==> src/rtl/nps_pkg.sv <==
// Package for the non-preemptive priority scheduler.
// Holds widths, capacity and the controller/datapath command and status types.
// No dependencies.
package nps_pkg;

    localparam int MAX_PROCS = 16;
    localparam int IDX_W     = (MAX_PROCS > 1) ? $clog2(MAX_PROCS) : 1;
    localparam int CNT_W     = $clog2(MAX_PROCS + 1);

    localparam int BURST_W   = 16;
    localparam int ARR_W     = 16;
    localparam int PRIO_W    = 8;
    localparam int JOB_IDX_W = 6;
    localparam int TICK_W    = 23;
    localparam int SUM_W     = 29;

    typedef struct packed {
        logic load;
        logic scan_init;
        logic scan_step;
        logic jump;
        logic commit1;
        logic commit2;
        logic commit3;
        logic clear;
    } nps_cmd_t;

    typedef struct packed {
        logic scan_last;
        logic found;
        logic final_job;
    } nps_status_t;

endpackage

==> src/rtl/nps_job_if.sv <==
// Request channel carrying one job into the scheduler.
// Depends on nps_pkg for field widths.
interface nps_job_if;
    logic                        valid;
    logic                        ready;
    logic [nps_pkg::BURST_W-1:0] burst_time;
    logic [nps_pkg::ARR_W-1:0]   arrival_time;
    logic [nps_pkg::PRIO_W-1:0]  priority_level;
    logic                        last;

    modport source (output valid, burst_time, arrival_time, priority_level, last,
                    input ready);
    modport sink   (input valid, burst_time, arrival_time, priority_level, last,
                    output ready);
endinterface

==> src/rtl/nps_res_if.sv <==
// Request channel carrying one schedule result out of the scheduler.
// Depends on nps_pkg for field widths.
interface nps_res_if;
    logic                          valid;
    logic                          ready;
    logic [nps_pkg::JOB_IDX_W-1:0] job_index;
    logic [nps_pkg::TICK_W-1:0]    wait_time;
    logic [nps_pkg::TICK_W-1:0]    turnaround_time;
    logic [nps_pkg::SUM_W-1:0]     wait_sum;
    logic [nps_pkg::SUM_W-1:0]     turnaround_sum;
    logic                          overflow;
    logic                          last_result;

    modport source (output valid, job_index, wait_time, turnaround_time, wait_sum,
                           turnaround_sum, overflow, last_result,
                    input ready);
    modport sink   (input valid, job_index, wait_time, turnaround_time, wait_sum,
                          turnaround_sum, overflow, last_result,
                    output ready);
endinterface

==> src/rtl/nps_ctrl.sv <==
// Scheduler controller: sequences load, selection scans, commit and output.
// Depends on nps_pkg (command and status types).
module nps_ctrl (
    input  logic                 clk,
    input  logic                 rst_n,
    input  logic                 in_valid,
    input  logic                 in_last,
    output logic                 in_ready,
    output logic                 out_valid,
    input  logic                 out_ready,
    input  nps_pkg::nps_status_t status,
    output nps_pkg::nps_cmd_t    cmd
);

    typedef enum logic [2:0] {
        S_IDLE,
        S_SCAN,
        S_CHECK,
        S_C1,
        S_C2,
        S_C3,
        S_SEND
    } state_t;

    state_t state_reg, state_next;
    logic   in_ready_reg, out_valid_reg;

    always_comb
    begin
        state_next = state_reg;
        cmd        = '0;
        case (state_reg)
            S_IDLE:
            begin
                if (in_valid)
                begin
                    cmd.load = 1'b1;
                    if (in_last)
                    begin
                        cmd.scan_init = 1'b1;
                        state_next    = S_SCAN;
                    end
                end
            end
            S_SCAN:
            begin
                cmd.scan_step = 1'b1;
                if (status.scan_last)
                    state_next = S_CHECK;
            end
            S_CHECK:
            begin
                if (status.found)
                    state_next = S_C1;
                else
                begin
                    // nothing arrived yet: jump to earliest arrival and pick again
                    cmd.jump   = 1'b1;
                    state_next = S_SCAN;
                end
            end
            S_C1:
            begin
                cmd.commit1 = 1'b1;
                state_next  = S_C2;
            end
            S_C2:
            begin
                cmd.commit2 = 1'b1;
                state_next  = S_C3;
            end
            S_C3:
            begin
                cmd.commit3 = 1'b1;
                state_next  = S_SEND;
            end
            S_SEND:
            begin
                if (out_ready)
                begin
                    if (status.final_job)
                    begin
                        cmd.clear  = 1'b1;
                        state_next = S_IDLE;
                    end
                    else
                    begin
                        cmd.scan_init = 1'b1;
                        state_next    = S_SCAN;
                    end
                end
            end
            default:
            begin
                state_next = S_IDLE;
            end
        endcase
    end

    always_ff @(posedge clk or negedge rst_n)
    begin
        if (!rst_n)
        begin
            state_reg     <= S_IDLE;
            in_ready_reg  <= 1'b1;
            out_valid_reg <= 1'b0;
        end
        else
        begin
            state_reg     <= state_next;
            in_ready_reg  <= (state_next == S_IDLE);
            out_valid_reg <= (state_next == S_SEND);
        end
    end

    assign in_ready  = in_ready_reg;
    assign out_valid = out_valid_reg;

endmodule

==> src/rtl/nps_datapath.sv <==
// Scheduler datapath: job stores, pending flags, sequential selection scan,
// tick and sum arithmetic, result registers. Depends on nps_pkg.
module nps_datapath (
    input  logic                          clk,
    input  logic                          rst_n,
    input  nps_pkg::nps_cmd_t             cmd,
    output nps_pkg::nps_status_t          status,
    input  logic [nps_pkg::BURST_W-1:0]   burst_time,
    input  logic [nps_pkg::ARR_W-1:0]     arrival_time,
    input  logic [nps_pkg::PRIO_W-1:0]    priority_level,
    output logic [nps_pkg::JOB_IDX_W-1:0] job_index,
    output logic [nps_pkg::TICK_W-1:0]    wait_time,
    output logic [nps_pkg::TICK_W-1:0]    turnaround_time,
    output logic [nps_pkg::SUM_W-1:0]     wait_sum,
    output logic [nps_pkg::SUM_W-1:0]     turnaround_sum,
    output logic                          overflow,
    output logic                          last_result
);

    logic [nps_pkg::BURST_W-1:0] burst_store_reg    [nps_pkg::MAX_PROCS];
    logic [nps_pkg::ARR_W-1:0]   arrival_store_reg  [nps_pkg::MAX_PROCS];
    logic [nps_pkg::PRIO_W-1:0]  priority_store_reg [nps_pkg::MAX_PROCS];

    logic [nps_pkg::MAX_PROCS-1:0] pend_reg;
    logic [nps_pkg::CNT_W-1:0]     count_reg;
    logic [nps_pkg::CNT_W-1:0]     done_reg;
    logic [nps_pkg::TICK_W-1:0]    tick_reg;
    logic [nps_pkg::SUM_W-1:0]     wsum_reg;
    logic [nps_pkg::SUM_W-1:0]     tsum_reg;
    logic                          drop_reg;
    logic [nps_pkg::IDX_W-1:0]     k_reg;
    logic                          found_reg;
    logic                          any_reg;
    logic [nps_pkg::ARR_W-1:0]     earliest_reg;

    logic [nps_pkg::IDX_W-1:0]     best_idx_reg;
    logic [nps_pkg::PRIO_W-1:0]    best_prio_reg;
    logic [nps_pkg::ARR_W-1:0]     best_arr_reg;
    logic [nps_pkg::BURST_W-1:0]   best_burst_reg;

    logic [nps_pkg::JOB_IDX_W-1:0] res_idx_reg;
    logic [nps_pkg::TICK_W-1:0]    res_wait_reg;
    logic [nps_pkg::TICK_W-1:0]    res_turn_reg;
    logic                          res_last_reg;

    logic                          has_room;
    logic [nps_pkg::ARR_W-1:0]     cur_arr;
    logic [nps_pkg::PRIO_W-1:0]    cur_prio;
    logic                          cur_pend;
    logic                          cur_arrived;
    logic                          cur_better;
    logic                          cur_earlier;

    assign has_room    = (count_reg < nps_pkg::CNT_W'(nps_pkg::MAX_PROCS));
    assign cur_arr     = arrival_store_reg[k_reg];
    assign cur_prio    = priority_store_reg[k_reg];
    assign cur_pend    = pend_reg[k_reg];
    assign cur_arrived = (nps_pkg::TICK_W'(cur_arr) <= tick_reg);
    assign cur_better  = cur_pend && cur_arrived && (!found_reg || (cur_prio < best_prio_reg));
    assign cur_earlier = cur_pend && (!any_reg || (cur_arr < earliest_reg));

    assign status.scan_last = (nps_pkg::CNT_W'(k_reg) == count_reg - nps_pkg::CNT_W'(1));
    assign status.found     = found_reg;
    assign status.final_job = res_last_reg;

    // job stores, selection payload and result registers
    always_ff @(posedge clk)
    begin
        if (cmd.load && has_room)
        begin
            burst_store_reg[count_reg[nps_pkg::IDX_W-1:0]]    <= burst_time;
            arrival_store_reg[count_reg[nps_pkg::IDX_W-1:0]]  <= arrival_time;
            priority_store_reg[count_reg[nps_pkg::IDX_W-1:0]] <= priority_level;
        end
        if (cmd.scan_step && cur_better)
        begin
            best_idx_reg   <= k_reg;
            best_prio_reg  <= cur_prio;
            best_arr_reg   <= cur_arr;
            best_burst_reg <= burst_store_reg[k_reg];
        end
        if (cmd.scan_step && cur_earlier)
            earliest_reg <= cur_arr;
        if (cmd.commit1)
        begin
            res_idx_reg  <= nps_pkg::JOB_IDX_W'(best_idx_reg);
            res_wait_reg <= tick_reg - nps_pkg::TICK_W'(best_arr_reg);
            res_last_reg <= ((done_reg + nps_pkg::CNT_W'(1)) == count_reg);
        end
        if (cmd.commit2)
            res_turn_reg <= tick_reg - nps_pkg::TICK_W'(best_arr_reg);
    end

    always_ff @(posedge clk or negedge rst_n)
    begin
        if (!rst_n)
        begin
            pend_reg  <= '0;
            count_reg <= '0;
            done_reg  <= '0;
            tick_reg  <= '0;
            wsum_reg  <= '0;
            tsum_reg  <= '0;
            drop_reg  <= 1'b0;
            k_reg     <= '0;
            found_reg <= 1'b0;
            any_reg   <= 1'b0;
        end
        else
        begin
            if (cmd.load)
            begin
                if (has_room)
                begin
                    pend_reg[count_reg[nps_pkg::IDX_W-1:0]] <= 1'b1;
                    count_reg <= count_reg + nps_pkg::CNT_W'(1);
                end
                else
                    drop_reg <= 1'b1;
            end
            if (cmd.scan_init)
            begin
                k_reg     <= '0;
                found_reg <= 1'b0;
                any_reg   <= 1'b0;
            end
            if (cmd.scan_step)
            begin
                k_reg <= k_reg + nps_pkg::IDX_W'(1);
                if (cur_better)
                    found_reg <= 1'b1;
                if (cur_pend)
                    any_reg <= 1'b1;
            end
            if (cmd.jump)
            begin
                tick_reg  <= nps_pkg::TICK_W'(earliest_reg);
                k_reg     <= '0;
                found_reg <= 1'b0;
            end
            if (cmd.commit1)
            begin
                pend_reg[best_idx_reg] <= 1'b0;
                tick_reg <= tick_reg + nps_pkg::TICK_W'(best_burst_reg);
                done_reg <= done_reg + nps_pkg::CNT_W'(1);
            end
            if (cmd.commit2)
                wsum_reg <= wsum_reg + nps_pkg::SUM_W'(res_wait_reg);
            if (cmd.commit3)
                tsum_reg <= tsum_reg + nps_pkg::SUM_W'(res_turn_reg);
            if (cmd.clear)
            begin
                pend_reg  <= '0;
                count_reg <= '0;
                done_reg  <= '0;
                tick_reg  <= '0;
                wsum_reg  <= '0;
                tsum_reg  <= '0;
                drop_reg  <= 1'b0;
            end
        end
    end

    assign job_index       = res_idx_reg;
    assign wait_time       = res_wait_reg;
    assign turnaround_time = res_turn_reg;
    assign wait_sum        = wsum_reg;
    assign turnaround_sum  = tsum_reg;
    assign overflow        = drop_reg;
    assign last_result     = res_last_reg;

endmodule

==> src/rtl/nonpreemptive_priority_scheduler.sv <==
// Non-preemptive priority scheduler, top level. Depends on nps_pkg, nps_job_if,
// nps_res_if, nps_ctrl and nps_datapath.
// Loading: one job request per cycle while idle; a job past capacity is dropped.
// Per result: a scan over the n stored jobs, a check state, three commit states and an output
// state that waits for out_ready, plus a jump and a rescan when the CPU must idle to the next arrival.
// Reset (async, active low) clears pending flags, counts, tick, sums and the drop flag.
module nonpreemptive_priority_scheduler (
    input logic       clk,
    input logic       rst_n,
    nps_job_if.sink   jobs,
    nps_res_if.source results
);

    nps_pkg::nps_cmd_t    cmd;
    nps_pkg::nps_status_t status;

    nps_ctrl u_ctrl (
        .clk       (clk),
        .rst_n     (rst_n),
        .in_valid  (jobs.valid),
        .in_last   (jobs.last),
        .in_ready  (jobs.ready),
        .out_valid (results.valid),
        .out_ready (results.ready),
        .status    (status),
        .cmd       (cmd)
    );

    nps_datapath u_datapath (
        .clk             (clk),
        .rst_n           (rst_n),
        .cmd             (cmd),
        .status          (status),
        .burst_time      (jobs.burst_time),
        .arrival_time    (jobs.arrival_time),
        .priority_level  (jobs.priority_level),
        .job_index       (results.job_index),
        .wait_time       (results.wait_time),
        .turnaround_time (results.turnaround_time),
        .wait_sum        (results.wait_sum),
        .turnaround_sum  (results.turnaround_sum),
        .overflow        (results.overflow),
        .last_result     (results.last_result)
    );

endmodule

==> src/flat_wrapper.sv <==
// flat-port wrapper written by rule: the top's interface ports become plain ports
module nonpreemptive_priority_scheduler_flat 
  (clk, rst_n, jobs_valid, jobs_burst_time, jobs_arrival_time, jobs_priority_level, jobs_last, jobs_ready, results_valid, results_job_index, results_wait_time, results_turnaround_time, results_wait_sum, results_turnaround_sum, results_overflow, results_last_result, results_ready);
  nps_job_if jobs_i ();
  nps_res_if results_i ();
  input logic clk;
  input logic rst_n;
  input wire logic [$bits(jobs_i.valid)-1:0] jobs_valid;
  input wire logic [$bits(jobs_i.burst_time)-1:0] jobs_burst_time;
  input wire logic [$bits(jobs_i.arrival_time)-1:0] jobs_arrival_time;
  input wire logic [$bits(jobs_i.priority_level)-1:0] jobs_priority_level;
  input wire logic [$bits(jobs_i.last)-1:0] jobs_last;
  output wire logic [$bits(jobs_i.ready)-1:0] jobs_ready;
  output wire logic [$bits(results_i.valid)-1:0] results_valid;
  output wire logic [$bits(results_i.job_index)-1:0] results_job_index;
  output wire logic [$bits(results_i.wait_time)-1:0] results_wait_time;
  output wire logic [$bits(results_i.turnaround_time)-1:0] results_turnaround_time;
  output wire logic [$bits(results_i.wait_sum)-1:0] results_wait_sum;
  output wire logic [$bits(results_i.turnaround_sum)-1:0] results_turnaround_sum;
  output wire logic [$bits(results_i.overflow)-1:0] results_overflow;
  output wire logic [$bits(results_i.last_result)-1:0] results_last_result;
  input wire logic [$bits(results_i.ready)-1:0] results_ready;
  assign jobs_i.valid = jobs_valid;
  assign jobs_i.burst_time = jobs_burst_time;
  assign jobs_i.arrival_time = jobs_arrival_time;
  assign jobs_i.priority_level = jobs_priority_level;
  assign jobs_i.last = jobs_last;
  assign jobs_ready = jobs_i.ready;
  assign results_valid = results_i.valid;
  assign results_job_index = results_i.job_index;
  assign results_wait_time = results_i.wait_time;
  assign results_turnaround_time = results_i.turnaround_time;
  assign results_wait_sum = results_i.wait_sum;
  assign results_turnaround_sum = results_i.turnaround_sum;
  assign results_overflow = results_i.overflow;
  assign results_last_result = results_i.last_result;
  assign results_i.ready = results_ready;
  nonpreemptive_priority_scheduler u_core (.clk(clk), .rst_n(rst_n), .jobs(jobs_i), .results(results_i));
endmodule
==> config.mk <==
export PLATFORM = sky130hd
export DESIGN_NAME = nonpreemptive_priority_scheduler_flat
export DESIGN_NICKNAME = d
export VERILOG_FILES = /design/src/rtl/nps_pkg.sv /design/src/rtl/nps_job_if.sv /design/src/rtl/nps_res_if.sv /design/src/rtl/nps_ctrl.sv /design/src/rtl/nps_datapath.sv /design/src/rtl/nonpreemptive_priority_scheduler.sv /design/src/flat_wrapper.sv
export SDC_FILE = /design/constraint.sdc
export NUM_CORES = 1
export LEC_CHECK = 0
export BUFFER_PORTS_ARGS = -buffer_cell sky130_fd_sc_hd__buf_2
export CORE_ASPECT_RATIO = 1.2
export CORE_MARGIN = 2
export CORE_UTILIZATION = 56
export DETAILED_ROUTE_END_ITERATION = 10
export PLACE_DENSITY = 0.75
export SYNTH_ARGS = -nofsm -noshare
export SYNTH_HDL_FRONTEND = slang
export SYNTH_SLANG_ARGS = --single-unit
==> constraint.sdc <==
create_clock -name clk -period 6.2 [get_ports clk]
set_input_delay 0.31 -clock clk [delete_from_list [all_inputs] [get_ports clk]]
set_output_delay 0.31 -clock clk [all_outputs]
set_load 0.005 [all_outputs]
==> impl_metrics.tcl <==
set metrics [dict create \
    outcome "complete, no violations" \
    critical_path.reg2reg.endpoint "u_core.u_datapath.best_prio_reg[2]$_DFFE_PP_" \
    setup_total_neg_slack_ns 0 \
    syn_inst 2237 \
    initial_cell_density_of_the_core_pct 56.4 \
    vias 21700 \
    dp_hpwl_um 54700 \
    wirelength_um 92100 \
    detailedRoute.firstPassIterationCount 6 \
    drt-vias-per-instance 6.37 \
    number_of_cells_in_the_design_after_placement 3249 \
    grt.overflow.total 0 \
    routed_wire_length_per_instance_um 27.0 \
    floorplan.io_pins 159 \
    synth-warning-count 0 \
    antenna_nets_post_route 0 \
    finalWorstPathRequiredPeriod_ns 4.90 \
    setup.worst_path.start "u_core.u_datapath.k_reg[0]$_DFFE_PN0P_" \
    power.static_leakage_nw 15.2 \
    placement.io_buffers 156 \
    post-route-worst-setup-slack_ns 1.30 \
    routabilityCongestion 0.895 \
    clk_pin_slew_worst_paths_ns 0.07 \
    arrival_ns 5.21 \
    placementRows 104 \
    synth.yosys.seq_area_share_pct 67.7 \
    number_of_cells_in_the_finished_layout_apart_from_fillers 3405 \
    root_buffer_master "sky130_fd_sc_hd__clkbuf_16" \
    grt_max_degree 70 \
    numClockSinks 870 \
    post_dp_cell_area_um2 39800 \
    maxCapViolations 0 \
    irDropWorstVdd_mv 0.296 \
    r2r.worst_path.cells 10 \
    synthDistinctLibCells 82 \
    synth_top_cells_by_area "sky130_fd_sc_hd__edfxtp_1, sky130_fd_sc_hd__mux4_2, sky130_fd_sc_hd__dfrtp_1" \
    critPathKind "reg2reg" \
    design_area_um2 42400 \
    post_cts_hold_buffer_count 2 \
    max_clock_freq_mhz 204 \
    detailedRoute.firstIterationViolations 2007 \
    cts_setup_buffers 0 \
    power.density_nw_per_um2 516 \
    regToRegStartpoint "u_core.u_datapath.k_reg[0]$_DFFE_PN0P_" \
    post_cts.resized_instances 0 \
    clock_tree.htree_level_count 3 \
    syn-cell-area_um2 37700 \
    share_of_final_layout_standard_cells_stronger_than_drive_strength_1_pct 22.7 \
    clock_insertion_delay_worst_skew_ns 0.65 \
    cts_buffers 83 \
    setup_violations 0 \
    synth-seq-cells 870 \
    synth_area_leader_cell "sky130_fd_sc_hd__edfxtp_1" \
    tritoncts_clock_tree "built" \
    via_count_of_the_first_global_routing_pass 21900 \
    grt_util_overall_pct 26.9 \
    net_count_final 2606 \
    timing_hold_violations_final 0 \
    critical_path.startpoint_type "flop" \
    die_width_um 241 \
    synth.avg_cell_area_um2 16.9 \
    clk_path_buf_depth 3 \
    drc 0 \
    worst-r2r-setup-slack_ns 1.30 \
    cp-end-kind "flop" \
    maxSlewViolCount 0 \
    timing_worst_slew_pin_value_ns 1.11 \
    asyncSetResetFlopFracSynth_pct 13.7 \
    grt_setup_unrepaired "no" \
    place_ws_ns 1.25 \
    dominantRegCellSynth "sky130_fd_sc_hd__edfxtp_1" \
    critical_path.max_fanout 56 \
    clock-skew-final_ns 0.0250 \
    grt_pass1_wl_um 137000 \
    cp.required_ns 6.51 \
    grt_antenna_before_repair 11 \
    slew-limit-headroom_pct 26.1 \
    area_delta_synth_final_pct 12.5 \
    core_region_area_um2 66900 \
    period_utilization_post_route_pct 79.0 \
    number_of_enable_flip_flop_cells_after_synthesis 751 \
    design.die.area_um2 69500 \
    hold_path_class "in2reg" \
    finalCoreUtilization_pct 63.4 \
    die_height_um 288 \
    cp-endpoint "u_core.u_datapath.best_prio_reg[2]$_DFFE_PP_" \
    post-synth-top-area-fraction_pct 59.8 \
]
cells in the mapped netlist, types with 13 or more instances:
library cell,count
sky130_fd_sc_hd__o21a_1,16
sky130_fd_sc_hd__clkbuf_1,58
sky130_fd_sc_hd__a21o_1,49
sky130_fd_sc_hd__xnor2_1,36
sky130_fd_sc_hd__o31ai_1,13
sky130_fd_sc_hd__dfrtp_1,118
sky130_fd_sc_hd__edfxtp_1,751
sky130_fd_sc_hd__nand2_1,103
sky130_fd_sc_hd__a31oi_1,15
sky130_fd_sc_hd__o211ai_1,15
sky130_fd_sc_hd__nor3_1,27
sky130_fd_sc_hd__o21ai_0,95
sky130_fd_sc_hd__nor2_1,76
sky130_fd_sc_hd__mux4_2,202
sky130_fd_sc_hd__inv_1,95
sky130_fd_sc_hd__nand2b_1,19
sky130_fd_sc_hd__a211oi_1,13
sky130_fd_sc_hd__nor2b_1,20
sky130_fd_sc_hd__nand3_1,63
sky130_fd_sc_hd__ha_1,122
sky130_fd_sc_hd__xor2_1,47
sky130_fd_sc_hd__buf_2,17
sky130_fd_sc_hd__nand4_1,21
sky130_fd_sc_hd__a21oi_1,76
cells by family after synthesis:
| family | share of synthesized area [%] |
|---|---|
| other cells | 0.00994 |
| flops | 67.7 |
| fa+ha+maj | 4.26 |
| simple gates | 4.91 |
| buf+inv | 1.95 |
| xor+xnor | 1.93 |
| compound gates | 6.73 |
| mux | 12.5 |
how the worst min path moves through the flow:
stage | cells past startpoint | startpoint | to
floorplan | 0 | rst_n | u_core.u_ctrl.out_valid$_DFF_PN0_
global placement | 1 | rst_n | u_core.u_datapath.turnaround_sum[14]$_DFFE_PN0P_
detailed placement | 1 | rst_n | u_core.u_datapath.turnaround_sum[13]$_DFFE_PN0P_
CTS | 1 | jobs_arrival_time[8] | u_core.u_datapath.arrival_store_reg[7][8]$_DFFE_PP_
global route | 1 | jobs_arrival_time[8] | u_core.u_datapath.arrival_store_reg[7][8]$_DFFE_PP_
finish | 1 | jobs_arrival_time[8] | u_core.u_datapath.arrival_store_reg[7][8]$_DFFE_PP_
metal layers:
layer  global-route usage (%)  share of wire, %  wire length (µm)  up-vias
met4                     10.9               3.7              3400       12
met1                     34.2                37             34200    11100
li1                         -                 -                 -     9325
met5                        0             0.083                76        -
met2                     46.2                51             47400     1060
met3                     4.78               7.6              7030      184
stage by stage:
step / hold slack, ns / power [mW]
after global placement: 0.369 / 16.6
final: 0.0340 / 21.9
after global routing: 0.0288 / 23.1
after floorplan: 0.0144 / 14.3
after CTS: 0.00581 / 21.9
after detailed placement: 0.387 / 16.9
worst max-delay path: stages (launching register included):
cell	delay, ns
sky130_fd_sc_hd__dfrtp_4	1.14
sky130_fd_sc_hd__buf_12	0.42
sky130_fd_sc_hd__buf_4	0.30
sky130_fd_sc_hd__mux4_2	0.54
sky130_fd_sc_hd__mux4_2	0.49
sky130_fd_sc_hd__ha_1	0.32
sky130_fd_sc_hd__a21o_1	0.18
sky130_fd_sc_hd__a21oi_1	0.32
sky130_fd_sc_hd__o21bai_1	0.15
sky130_fd_sc_hd__a211oi_4	0.24
sky130_fd_sc_hd__buf_4	0.36
power breakdown:
group | leakage [nW] | internal (mW) | switching (mW)
sequential | 8.24 | 7.58 | 0.925
clock | 1.29 | 2.77 | 2.18
combinational | 5.63 | 3.73 | 4.68
total | 15.2 | 14.1 | 7.79
layout make-up:
| cell class | instances | area, µm² |
|---|---|---|
| flip-flops and latches | 870 | 25500 |
| fillers | 4626 | 24500 |
| multi-input cells | 1182 | 11600 |
| clock buffers | 106 | 2220 |
| repair buffers | 202 | 1160 |
| well taps | 901 | 1130 |
| clock inverters | 43 | 414 |
| inverters | 96 | 360 |
| diodes | 5 | 12.5 |
cells in the final DEF, fill, tap and decap left out, types with 9 or more instances in the layout:
master	count
sky130_fd_sc_hd__buf_4	43
sky130_fd_sc_hd__o221a_2	10
sky130_fd_sc_hd__a21oi_1	76
sky130_fd_sc_hd__nand2b_1	19
sky130_fd_sc_hd__xor2_1	47
sky130_fd_sc_hd__nor3_1	23
sky130_fd_sc_hd__nor2b_1	20
sky130_fd_sc_hd__o31ai_1	13
sky130_fd_sc_hd__and3_1	10
sky130_fd_sc_hd__xnor2_1	36
sky130_fd_sc_hd__a31oi_1	15
sky130_fd_sc_hd__or3_1	12
sky130_fd_sc_hd__inv_1	94
sky130_fd_sc_hd__clkinv_1	14
sky130_fd_sc_hd__edfxtp_1	751
sky130_fd_sc_hd__a21o_1	49
sky130_fd_sc_hd__dfrtp_1	114
sky130_fd_sc_hd__mux2i_1	9
sky130_fd_sc_hd__o21a_1	16
sky130_fd_sc_hd__buf_2	155
sky130_fd_sc_hd__clkbuf_1	18
sky130_fd_sc_hd__nand3_1	63
sky130_fd_sc_hd__nor2_4	12
sky130_fd_sc_hd__o211ai_1	15
sky130_fd_sc_hd__clkbuf_16	84
sky130_fd_sc_hd__nand2_1	103
sky130_fd_sc_hd__ha_1	122
sky130_fd_sc_hd__nor2_1	63
sky130_fd_sc_hd__nand4_1	21
sky130_fd_sc_hd__mux4_2	202
sky130_fd_sc_hd__o21ai_0	95
sky130_fd_sc_hd__clkinv_2	13
sky130_fd_sc_hd__a211oi_1	13
(Power assumes the default switching activity.)
